`src/hdl/fklqm_key_mem.sv`:
```
// Key tag and queue length table in one synchronous memory, scanned one entry a cycle.
module fklqm_key_mem #(
    parameter int KEY_ENTRIES = 64,
    parameter int KEY_BITS    = 32,
    parameter int LEN_W       = 5
) (
    input  logic                           clk,
    input  logic                           we,
    input  logic [$clog2(KEY_ENTRIES)-1:0] waddr,
    input  logic [KEY_BITS-1:0]            wtag,
    input  logic [LEN_W-1:0]               wlen,
    input  logic [$clog2(KEY_ENTRIES)-1:0] raddr,
    output logic [KEY_BITS-1:0]            rtag,
    output logic [LEN_W-1:0]               rlen
);

    logic [KEY_BITS+LEN_W-1:0] mem [KEY_ENTRIES];
    logic [KEY_BITS+LEN_W-1:0] rdata_reg;

    always_ff @(posedge clk)
    begin
        if (we)
        begin
            mem[waddr] <= {wtag, wlen};
        end
        rdata_reg <= mem[raddr];
    end

    assign rtag = rdata_reg[KEY_BITS+LEN_W-1:LEN_W];
    assign rlen = rdata_reg[LEN_W-1:0];

endmodule

```
`config.mk`:
```
export PLATFORM = sky130hd
export DESIGN_NAME = fklqm_key_mem
export DESIGN_NICKNAME = d
export VERILOG_FILES = /design/src/hdl/fklqm_key_mem.sv
export SDC_FILE = /design/constraint.sdc
export NUM_CORES = 2
export LEC_CHECK = 0
export BUFFER_PORTS_ARGS = -buffer_cell sky130_fd_sc_hd__buf_2
export CAP_MARGIN = 15
export CORE_ASPECT_RATIO = 1.25
export CORE_UTILIZATION = 37
export CTS_BUF_LIST = sky130_fd_sc_hd__clkbuf_8
export DETAILED_ROUTE_END_ITERATION = 8
export HOLD_SLACK_MARGIN = 0.15
export MAX_ROUTING_LAYER = met4
export SETUP_SLACK_MARGIN = 0.02
export SKIP_CTS_REPAIR_TIMING = 1
export SLEW_MARGIN = 25
export SYNTH_ARGS = -nofsm -noshare
export SYNTH_HDL_FRONTEND = slang
export SYNTH_SLANG_ARGS = --single-unit
```
`constraint.sdc`:
```
create_clock -name clk -period 4.3 [get_ports clk]
set_input_delay 0.43 -clock clk [delete_from_list [all_inputs] [get_ports clk]]
set_output_delay 0.43 -clock clk [all_outputs]
set_load 0.05 [all_outputs]
```
; ---- Yosys cells after proc, flatten, opt, wreduce, memory -nomap -nowiden
; Memory sizes are Yosys's and may differ from the RTL's. A register that Yosys moved wholly into a read port is not among the register bits.
; Index checks and enable logic that the tools add are counted.
[totals]
regBits = 0
latchBits = 0
ramBits = 2368
mem_bits_ro = 0
in_bits = 51
output_inout_bits = 37
elab_cells = 3
memories = 1
[memory_table]
columns = memory, depth, width, rd, rd_clocked_by_memory_dff, wr, line_no
row1 = mem, 64, 37, 1, 1, 1, 17  ; logic [KEY_BITS+LEN_W-1:0] mem [KEY_ENTRIES];
[classes]
addsub = 0
n_mul = 0
div = 0
n_lt_le_gt_ge = 0
n_eq_ne = 0
shift = 0
n_mux = 2
bitwise = 0
reduce_logical = 0
[op_table]
columns = cell, n
row1 = 1-bit 2-to-1 mux, 2

; ---- Depth between registers and ports, before layout
[depth]
ltp_word = 2
ltp_mapped = 10
ltp_nobuf = 5

; ---- Least setup slack after synthesis
; No wires, ideal clock.
[synth_timing]
path_kind = input to register
from = in waddr[3]
to = mem mem[48][0] (netlist name) (enable)
setup_time_ns = 0.477
arrival_time_ns = 3.464
t_required_ns = 3.823
slack_ns = 0.359
cell_stages = 4
n_path_buf = 1
path_cell_list = clkbuf_1 nor2b_1 nand4b_1 nor3_1
[synth_lines]
columns = element, line_no
row1 = start: declaration, 9  ; input logic [$clog2(KEY_ENTRIES)-1:0] waddr,
row2 = end: declaration, 17
; Straight into the memory's write port.

; ---- Final worst setup path
[layout_timing]
from = in waddr[1]
to = mem mem[27][11] (netlist name) (enable)
; Straight into the memory's write port.

==> run summary <==
Critical path
- worst setup path startpoint: waddr[1]
- worst path cell trace: dlygate4sd3_1 > buf_2 > nor2b_1 > nand3_1 > nor2_4 > buf_4
- type of element launching the critical path: input port
- reg2reg start: mem[21][19]$_DFFE_PP_
- CP Data Arrival Time: 3.37 ns
- library cell contributing the largest single delay on the critical path: nor2_4
- type of element capturing the critical path: flip-flop
- slowest cell delay on critical path: 0.82 ns
- worst-path maximum fanout: 14
- critical path data required time: 4.88 ns
- Setup Crit Path Kind: input port to flip-flop

Die
- standard cell core area: 0.243 sq mm
- full die area: 0.246 sq mm
- horizontal extent of the die: 444 microns
- effective utilization at floorplan: 37.3%
- Rows: 202
- vertical die dimension: 555 microns
- number of ports placed on the die boundary: 88

Layout
- max reg flops: 2368
- post-synthesis to final-layout area growth: 14.3%
- share of layout cells above drive strength 1: 30.1%
- final std cells w/o fill: 7847
- nets: 4447

GRT
- GR Overflow Total: 0
- initial antenna violation count: 17
- GRT Total Usage: 19.6%
- largest net degree at the start of global routing: 101
- wire length of the first global-routing pass: 337 mm
- number of global-route vias before repair: 45400

Yosys
- number of nets in the synthesized netlist: 3973
- sequential share of the synthesized area: 79.4%
- xor/xnor cell area share of the yosys netlist: 0%
- Mapped Avg Cell Area: 23.1 sq um
- flop and latch count out of synthesis: 2405
- count of cell types in the netlist: 38
- multiplexer share of the synthesized area: 14.8%
- share of synthesized cell area in full adder, half adder and majority cells: 0%
- count of synthesis-stage warnings from yosys: 0
- number of cells produced by synthesis: 3922
- cell area after technology mapping: 0.0905 sq mm
- area fraction in and, or, nand and nor cells after synthesis: 1.82%
- synthesized-area fraction occupied by ao, oa, aoi and oai cells: 2.63%
- main combinational cell family by area after synthesis: multiplexers

Power
- logic gate share of total power: 5.6%
- maximum ir drop on the vdd rail: 0.235 mV
- P_sw: 10.4 mW
- power density over the cells: 441 mW/mm^2
- portion of total power attributed to the clock network: 37.3%
- sequential cell fraction of total power: 57.1%
- proportion of total power due to net switching: 22.9%
- Internal Pwr Total: 35.2 mW
- leakage component of the power: 32.2 nW

STA
- final hold violation count: 0
- maximum achievable frequency: 359 MHz
- Setup TNS Final: 0 ns
- final setup margin: 1.51 ns
- worst clock skew on the final layout: 0.0805 ns
- relative max-transition margin: 20.7%
- actual slew at the worst max-slew pin: 1.18 ns
- post-route minimum period: 2.79 ns
- final number of max-transition violations: 0
- Finish-stage setup viols: 0
- RSZ-0062 raised after global routing: no
- final worst-path cycle share: 64.8%

Route
- TritonRoute pass-1 iters: 5
- DR iter-0 viols: 4520
- number of nets still failing antenna checks after routing: 0
- per-cell via count in the routed design: 5.59
- Post-Route WL: 238 mm
- average routed wire per standard cell: 30.3 microns
- total via count after detailed routing: 43900
- DR DRC count: 0

Clock network
- Clock Pin Slew Worst Setup and Hold Paths: 0.07 ns
- Clock Tree Root: clkbuf_8
- insertion delay of the later-clocked pin in the worst-skew pair: 0.97 ns
- deepest level of the CTS H-tree: 5
- TritonCTS clock tree: done
- clock buffer depth: 4
- number of clock buffers inserted by TritonCTS: 351
- # clock sinks: 2405

Placement
- pre-CTS setup slack: 0.883 ns
- RD Place Congestion: 0.796
- HPWL after detailed placement: 137 mm
- placed cell count: 7179
- buffers added on ports: 87

Run status
- run status: finished, final reports clean

Min path
- beginning of the worst hold path: wtag[12]
- type of the worst min-delay path: input port to flip-flop

Job
- maxcap violations: 0

==> path summary, 6_finish.rpt <==
kind,end,slack [ns],cells after the start
worst max-delay path,mem[27][11]$_DFFE_PP_,1.51,6
worst min-delay path,mem[48][17]$_DFFE_PP_,0.16,2
worst min register to register,rdata_reg[17]$_DFF_P_,0.83,5
worst max register to register,rdata_reg[19]$_DFF_P_,2.10,5
==> logic make-up after synthesis <==
| group | after synthesis |
|---|---|
| multiplexers | 632 |
| flip-flops | 2405 |
| AO/OA/AOI/OAI | 336 |
| AND/OR/NAND/NOR | 324 |
| buffers and inverters | 225 |
==> critical path, delay by kind of cell <==
family	cells	cell delay, ns
and+or+nand+nor	3	1.69
buffers and inverters	3	1.19
==> synth_stat cells <==
cell type | instances | area (sq um)
o211a_1 | 5 | 50.1
a21oi_1 | 8 | 40.0
dfxtp_1 | 37 | 741
mux2i_1 | 64 | 641
and4_1 | 8 | 70.1
a221oi_1 | 2 | 17.5
o22ai_1 | 139 | 870
nor3_1 | 26 | 130
buf_1 | 13 | 48.8
o22a_1 | 24 | 210
or3_1 | 2 | 12.5
nand2b_1 | 11 | 68.8
a22oi_1 | 63 | 473
nor2b_1 | 47 | 294
mux2_2 | 2 | 22.5
a211oi_1 | 45 | 338
buf_6 | 19 | 214
nor2_1 | 95 | 357
nand4b_1 | 1 | 8.76
or2_2 | 7 | 43.8
mux4_2 | 566 | 12700
clkbuf_1 | 110 | 413
nand3_1 | 44 | 220
o21ai_0 | 9 | 45.0
o211ai_1 | 8 | 60.1
or3b_2 | 1 | 8.76
buf_2 | 48 | 240
nand3b_1 | 2 | 15.0
nor2_2 | 1 | 6.26
o221ai_1 | 28 | 245
a31oi_1 | 5 | 31.3
and2b_1 | 1 | 7.51
buf_4 | 35 | 263
and2_1 | 4 | 25.0
nor4_1 | 25 | 156
edfxtp_1 | 2368 | 71100
nand2_1 | 33 | 124
nand4_1 | 16 | 100
==> placed cells by master (no fill, tap or decap), types with 28 or more instances in the layout <==
cell type,n
nand2_1,33
dfxtp_1,37
nor2b_1,43
a211oi_1,45
nor2_1,32
clkinv_2,41
nor2_4,63
nand3_1,44
buf_12,51
buf_2,70
clkinv_1,78
inv_1,118
clkbuf_8,368
buf_4,196
mux4_2,566
mux2i_1,64
o221ai_1,28
edfxtp_1,2368
o22ai_1,139
a22oi_1,63
==> through the flow <==
| step | cell area [sq um] | util, % | total power, mW | hold slack (ns) |
|---|---|---|---|---|
| final | 103000 | 42.6 | 45.6 | 0.161 |
| after global routing | 103000 | 42.6 | 47.0 | 0.153 |
| after CTS | 103000 | 42.5 | 46.0 | -0.138 |
| after detailed placement | 96600 | 39.8 | 29.1 | 0.831 |
| after global placement | 96500 | 39.8 | 29.1 | 0.816 |
| after floorplan | 90500 | - | 27.9 | 0.529 |
==> area by class of cell <==
type	instances	area, sq um
Sequential cell	2405	71800
Fill cell	20700	139000
Timing Repair Buffer	346	3150
Clock buffer	368	5060
Multi-Input combinational cell	1292	18000
Tap cell	3162	3960
Antenna cell	11	27.5
Clock inverter	263	1350
==> power groups by stage <==
stage	sequential (mW)	combinational (mW)	clock, mW
floorplan	26.7	1.21	0
global placement	26.6	2.50	0
detailed placement	26.6	2.54	0
CTS	26.1	2.55	17.4
global route	26.1	2.68	18.3
finish	26.1	2.54	17.0
==> metal layers <==
layer	GRT usage (%)	vias up	share of wire, %	routed length [microns]
li1	-	17900	-	-
met1	24.7	24000	39	92800
met2	33.3	1674	52	124000
met3	2.84	346	6.5	15500
met4	5.23	0	2.4	5740
met5	-	-	0	0
Note: power is estimated with default switching activity, not from simulation.
