[config.mk]
export PLATFORM = sky130hd
export DESIGN_NAME = fklqm_wait_mem
export DESIGN_NICKNAME = d
export VERILOG_FILES = /design/src/hdl/fklqm_pkg.sv /design/src/hdl/fklqm_wait_mem.sv
export SDC_FILE = /design/constraint.sdc
export NUM_CORES = 1
export LEC_CHECK = 0
export ABC_AREA = 0
export BUFFER_PORTS_ARGS = -buffer_cell sky130_fd_sc_hd__buf_2
export CAP_MARGIN = 20
export CORE_ASPECT_RATIO = 1.4
export CORE_MARGIN = 10
export CORE_UTILIZATION = 40
export CTS_CLUSTER_DIAMETER = 80
export DETAILED_ROUTE_END_ITERATION = 10
export GPL_TIMING_DRIVEN = 0
export HOLD_SLACK_MARGIN = 0.12
export SLEW_MARGIN = 10
export SYNTH_ARGS = -nofsm -noshare
export SYNTH_HDL_FRONTEND = slang
export SYNTH_SLANG_ARGS = --single-unit
[constraint.sdc]
create_clock -name clk -period 1.8 [get_ports clk]
set_input_delay 0.18 -clock clk [delete_from_list [all_inputs] [get_ports clk]]
set_output_delay 0.18 -clock clk [all_outputs]
set_load 0.05 [all_outputs]
[src/hdl/fklqm_pkg.sv]
// Shared types and constants for the key lock queue manager.
package fklqm_pkg;

    localparam int TXN_W    = 6;
    localparam int TAG_W    = 32;
    localparam int STATUS_W = 2;
    localparam int WAIT_W   = 7;
    localparam logic [WAIT_W-1:0] WAIT_MAX = 7'd127;

    typedef enum logic [STATUS_W-1:0] {
        ST_OK        = 2'd0,
        ST_TABLE_FULL = 2'd1,
        ST_QUEUE_FULL = 2'd2,
        ST_UNKNOWN    = 2'd3
    } status_t;

    typedef enum logic [0:0] {
        KIND_LOCK    = 1'b0,
        KIND_RELEASE = 1'b1
    } kind_t;

    typedef struct packed {
        logic             kind;
        logic [TXN_W-1:0] txn_id;
        logic [TAG_W-1:0] key_tag;
        logic             key_local;
        logic             last_key;
    } req_t;

    typedef struct packed {
        logic                ready_valid;
        logic [TXN_W-1:0]    ready_txn;
        logic [STATUS_W-1:0] status;
    } rsp_t;

    typedef enum logic [3:0] {
        S_IDLE,
        S_SCAN,
        S_QRD,
        S_QCHK,
        S_SHIFT_RD,
        S_SHIFT_WR,
        S_WAIT_RD,
        S_WAIT_WR,
        S_LAST_RD,
        S_LAST_CHK,
        S_CLEAR,
        S_OUT
    } state_t;

endpackage

[src/hdl/fklqm_wait_mem.sv]
// Per-transaction wait counters held in a synchronous memory; the core clears them after reset.
module fklqm_wait_mem #(
    parameter int TXN_COUNT = 64
) (
    input  logic                        clk,
    input  logic                        we,
    input  logic [$clog2(TXN_COUNT)-1:0] waddr,
    input  logic [fklqm_pkg::WAIT_W-1:0] wdata,
    input  logic [$clog2(TXN_COUNT)-1:0] raddr,
    output logic [fklqm_pkg::WAIT_W-1:0] rdata
);

    logic [fklqm_pkg::WAIT_W-1:0] mem [TXN_COUNT];
    logic [fklqm_pkg::WAIT_W-1:0] rdata_reg;

    always_ff @(posedge clk)
    begin
        if (we)
        begin
            mem[waddr] <= wdata;
        end
        rdata_reg <= mem[raddr];
    end

    assign rdata = rdata_reg;

endmodule

Word level (Yosys, flattened, before mapping):

Memories as Yosys holds them, arrays and structs flattened. A register that Yosys moved wholly into a read port is not among the register bits.
Index checks and enable logic that the tools add are counted.

* bits in latches: 0
* flip-flop bits (word level): 0
* memory bits (read-only): 0
* bits in writable memories: 448
* memories kept: 1
* word-level logic and storage cells: 3

* $lt $le $gt $ge: 0
* equal/unequal tests: 0
* add/sub/neg operators: 0
* bitwise logic cells: 0
* shifts and indexed selects: 0
* multipliers: 0
* muxes and demuxes: 2
* reduce and logical (&&, ||, !) cells: 0
* div/mod/pow operators: 0

Memories
* mem: depth 64, bits a word 7, rd ports 1, clocked after Yosys merged registers in 1, wr ports 1, line fklqm_wait_mem.sv:13 `logic [fklqm_pkg::WAIT_W-1:0] mem [TXN_COUNT];`

Operators by type and width (number)
* 1-bit 2-to-1 mux: 2

Depth between registers and ports, before layout:

* depth in word-level cells: 2
* mapped depth: 7

Least setup slack after synthesis:

No wires, ideal clock.

* path type: input port to flip-flop
* start: input port waddr[5]
* end: memory mem[39][0] in the netlist's numbering (enable)
* arrival time: 1.368 ns
* path buffers: 2
* stages on the path: 4
* library setup time: 0.360 ns
* setup slack: 0.072 ns
* cells stage by stage: clkbuf_1 or3b_2 clkbuf_1 nor2_1

RTL lines
* start: declaration: line fklqm_wait_mem.sv:7 `input logic [$clog2(TXN_COUNT)-1:0] waddr,`
* end: declaration: line fklqm_wait_mem.sv:13

Straight into the memory's write port.

Final worst setup path:

* start: input port waddr[2]
* end: memory mem[47][6] in the netlist's numbering (enable)

Straight into the memory's write port.

==> flow_metrics.env <==
export IMPL_startpoint="waddr[2]"
export IMPL_grt_overflow=0
export IMPL_rows=91
export IMPL_post_route_period_util=1.070
export IMPL_cts_tree="done"
export IMPL_dp_cells=1410
export IMPL_p_comb_frac=0.058
export IMPL_syn_to_final_growth_pct=14.15
export IMPL_use_met1=0.2008
export IMPL_fillCellCount=3608
export IMPL_wl_um=43170
export IMPL_critPathMaxFanout=10
export IMPL_seqPwrFrac=0.530
export IMPL_final_cell_mix="edfxtp_1 (448), mux4_2 (112), nor2_1 (54), clkbuf_16 (45), buf_2 (31)"
export IMPL_largest_reg_flops=448
export IMPL_ios=28
export IMPL_worst_pin_slew_ns=0.8963
export IMPL_p_sw_frac=0.2089
export IMPL_switchingPower_uw=4626
export IMPL_drtIter0Drc=961
export IMPL_h_tree_depth=2
export IMPL_clkPwrFrac=0.412
export IMPL_fin_cells=1493
export IMPL_grt_pass1_vias=8869
export IMPL_fmax_mhz=519.2
export IMPL_cap_violations=0
export IMPL_antenna_diode_count=0
export IMPL_rsz0062_at_grt="yes"
export IMPL_syn_avg_cell_area_sq_um=21.32
export IMPL_status="finished, violations left"
export IMPL_cp_end_kind="register"
export IMPL_finClkSkew_ns=0.01741
export IMPL_grt_busiest_layer="met2"
export IMPL_violations="negative setup slack"
export IMPL_fin_ws_ns=-0.1262
export IMPL_port_buffers=20
export IMPL_cts_clk_slew_worst_paths_ns=0.06
export IMPL_finalNetCount=923
export IMPL_netlist_instances=827
export IMPL_leakage_uw=0.006221
export IMPL_finalMaxSlewViolations=0
export IMPL_fp_dieH_um=268.4
export IMPL_final_hold_viol_count=0
export IMPL_pwr_density_cell_mw_per_mm2=1100
export IMPL_clock_path_buffers=3
export IMPL_drcViolationCount=0
export IMPL_dp_hpwl_um=28160
export IMPL_ys_types=38
export IMPL_worstPathArrival_ns=2.10
export IMPL_postSynth_asyncResetShare=0
export IMPL_finalCriticalPeriod_ns=1.926
export IMPL_vdd_ir_drop_max_uv=844.8
export IMPL_grt_max_degree=65
export IMPL_p_int_uw=17520
export IMPL_syn_cell_area_sq_mm=0.01764
export IMPL_reg2reg_depth=4
export IMPL_clk_latency_ns=0.56
export IMPL_post_place_ws_ns=-0.7250
export IMPL_vias=8561
export IMPL_r2r_end="rdata[0]"
export IMPL_crit_required_ns=1.97
export IMPL_numCtsBuffers=43
export IMPL_regArea_sq_mm=0.01359
export IMPL_grt_use_total=0.1649
export IMPL_dieArea_sq_mm=0.05301
export IMPL_synth_warnings=0
export IMPL_crit_type="in -> reg"
export IMPL_gp_congestion=0.8626
export IMPL_yosys_most_used_dff="edfxtp_1"
export IMPL_post_cts_setup_buffer_count=0
export IMPL_synth_edff_count=448
export IMPL_layout_commonest_cell="edfxtp_1"
export IMPL_synth_nets=848
export IMPL_clockRootBuffer="clkbuf_16"
export IMPL_initial_core_util=0.4023
export IMPL_firstDrtPassIters=5
export IMPL_antenna_found_initial=1
export IMPL_multi_input_area_sq_mm=0.003879
export IMPL_min_path_type="in -> reg"
export IMPL_clock_sink_count=455
export IMPL_slew_headroom=0.4008
export IMPL_start_kind="primary input"
export IMPL_synth_seq_area_share=0.7708
export IMPL_grtUsageMet2=0.2787
export IMPL_endpoint="mem[47][6]"
export IMPL_finalSetupViolations=106
export IMPL_wire_per_inst_um=28.91
export IMPL_r2r_start="mem[37][0]"
export IMPL_grt_pass1_wl_um=62270
export IMPL_grtUsageMet3=0.03521
export IMPL_layout_drive_gt1_share=0.2813
export IMPL_synth_seq_cells=455
export IMPL_detail_route_antenna_nets=0
export IMPL_r2r_setup_slack_ns=-0.01
export IMPL_via_per_inst=5.734
export IMPL_core_area_sq_mm=0.04384
export IMPL_dieWidth_um=197.5
Yosys cell counts (all sizes together), types with 4 or more instances:
cell type / count / share of area
edfxtp: 448 / 0.76
mux4: 112 / 0.14
nor2: 76 / 0.016
buf: 27 / 0.011
clkbuf: 18 / 0.0038
mux2i: 16 / 0.0091
o22ai: 12 / 0.0043
nand3: 9 / 0.0026
o221ai: 9 / 0.0045
a22oi: 8 / 0.0034
nand2: 8 / 0.0017
nor3: 8 / 0.0023
o21ai: 8 / 0.0023
o31ai: 8 / 0.0034
a21oi: 7 / 0.0020
dfxtp: 7 / 0.0079
nand2b: 6 / 0.0021
nor2b: 5 / 0.0018
a211oi: 4 / 0.0017
nand3b: 4 / 0.0017
worst min-delay path by stage:
stage,start,to,cells past startpoint
finish,wdata[2],mem[50][2],1
global route,wdata[2],mem[50][2],1
CTS,waddr[0],mem[49][0],3
detailed placement,raddr[5],rdata[2],2
global placement,raddr[5],rdata[2],2
floorplan,wdata[0],mem[0][0],0
through the flow:
step	TNS [ns]	util	cell area [sq um]	hold slack [ns]	total power, uW
floorplan	0	-	17640	0.2789	12650
CTS	-0.3042	0.4559	19980	0.2203	22250
global placement	-190.81	0.4205	18430	0.6103	13190
detailed placement	-196.87	0.4223	18510	0.6131	13220
finish	-7.030	0.4593	20130	0.1648	22150
global route	-14.23	0.4593	20130	0.1663	22730
logic make-up after synthesis:
group / after synthesis / share of synthesized area
DFF: 455 / 0.7708
muxes: 130 / 0.1534
and+or+nand+nor: 130 / 0.03434
AOI/OAI and AO/OA: 65 / 0.02618
buffers and inverters: 47 / 0.01532
area by class of cell:
class	count	area share
well taps	558	0.03468
multi-input cells	325	0.1927
plain buffers	45	0.01392
clock inverters	15	0.008452
repair buffers	30	0.01293
inverters	2	0.0003729
flip-flops and latches	455	0.6752
clock buffers	63	0.06178
power groups by stage:
| stage | sequential (uW) | combinational (uW) | clock (uW) |
|---|---|---|---|
| floorplan | 12000 | 610 | 0 |
| global placement | 12000 | 1210 | 0 |
| detailed placement | 12000 | 1250 | 0 |
| CTS | 11700 | 1260 | 9250 |
| global route | 11700 | 1350 | 9630 |
| finish | 11700 | 1280 | 9120 |
routing by layer:
layer | part of all wire | wire [um]
met4 | 0.038 | 1635
met2 | 0.51 | 21860
met3 | 0.072 | 3119
met5 | 0.00019 | 8
met1 | 0.38 | 16550
critical path, cell delays in order:
cell	delay (ns)
clkbuf_1	0.32
nand4_1	0.71
nor2_1	0.88
repair_timing:
action	4_1_cts	5_1_grt
pin swaps	0	0
hold buffers	3	0
endpoints found under the setup margin	28	176
endpoints found under the hold margin	37	0
resized for setup	12	31
(Power assumes the default switching activity.)
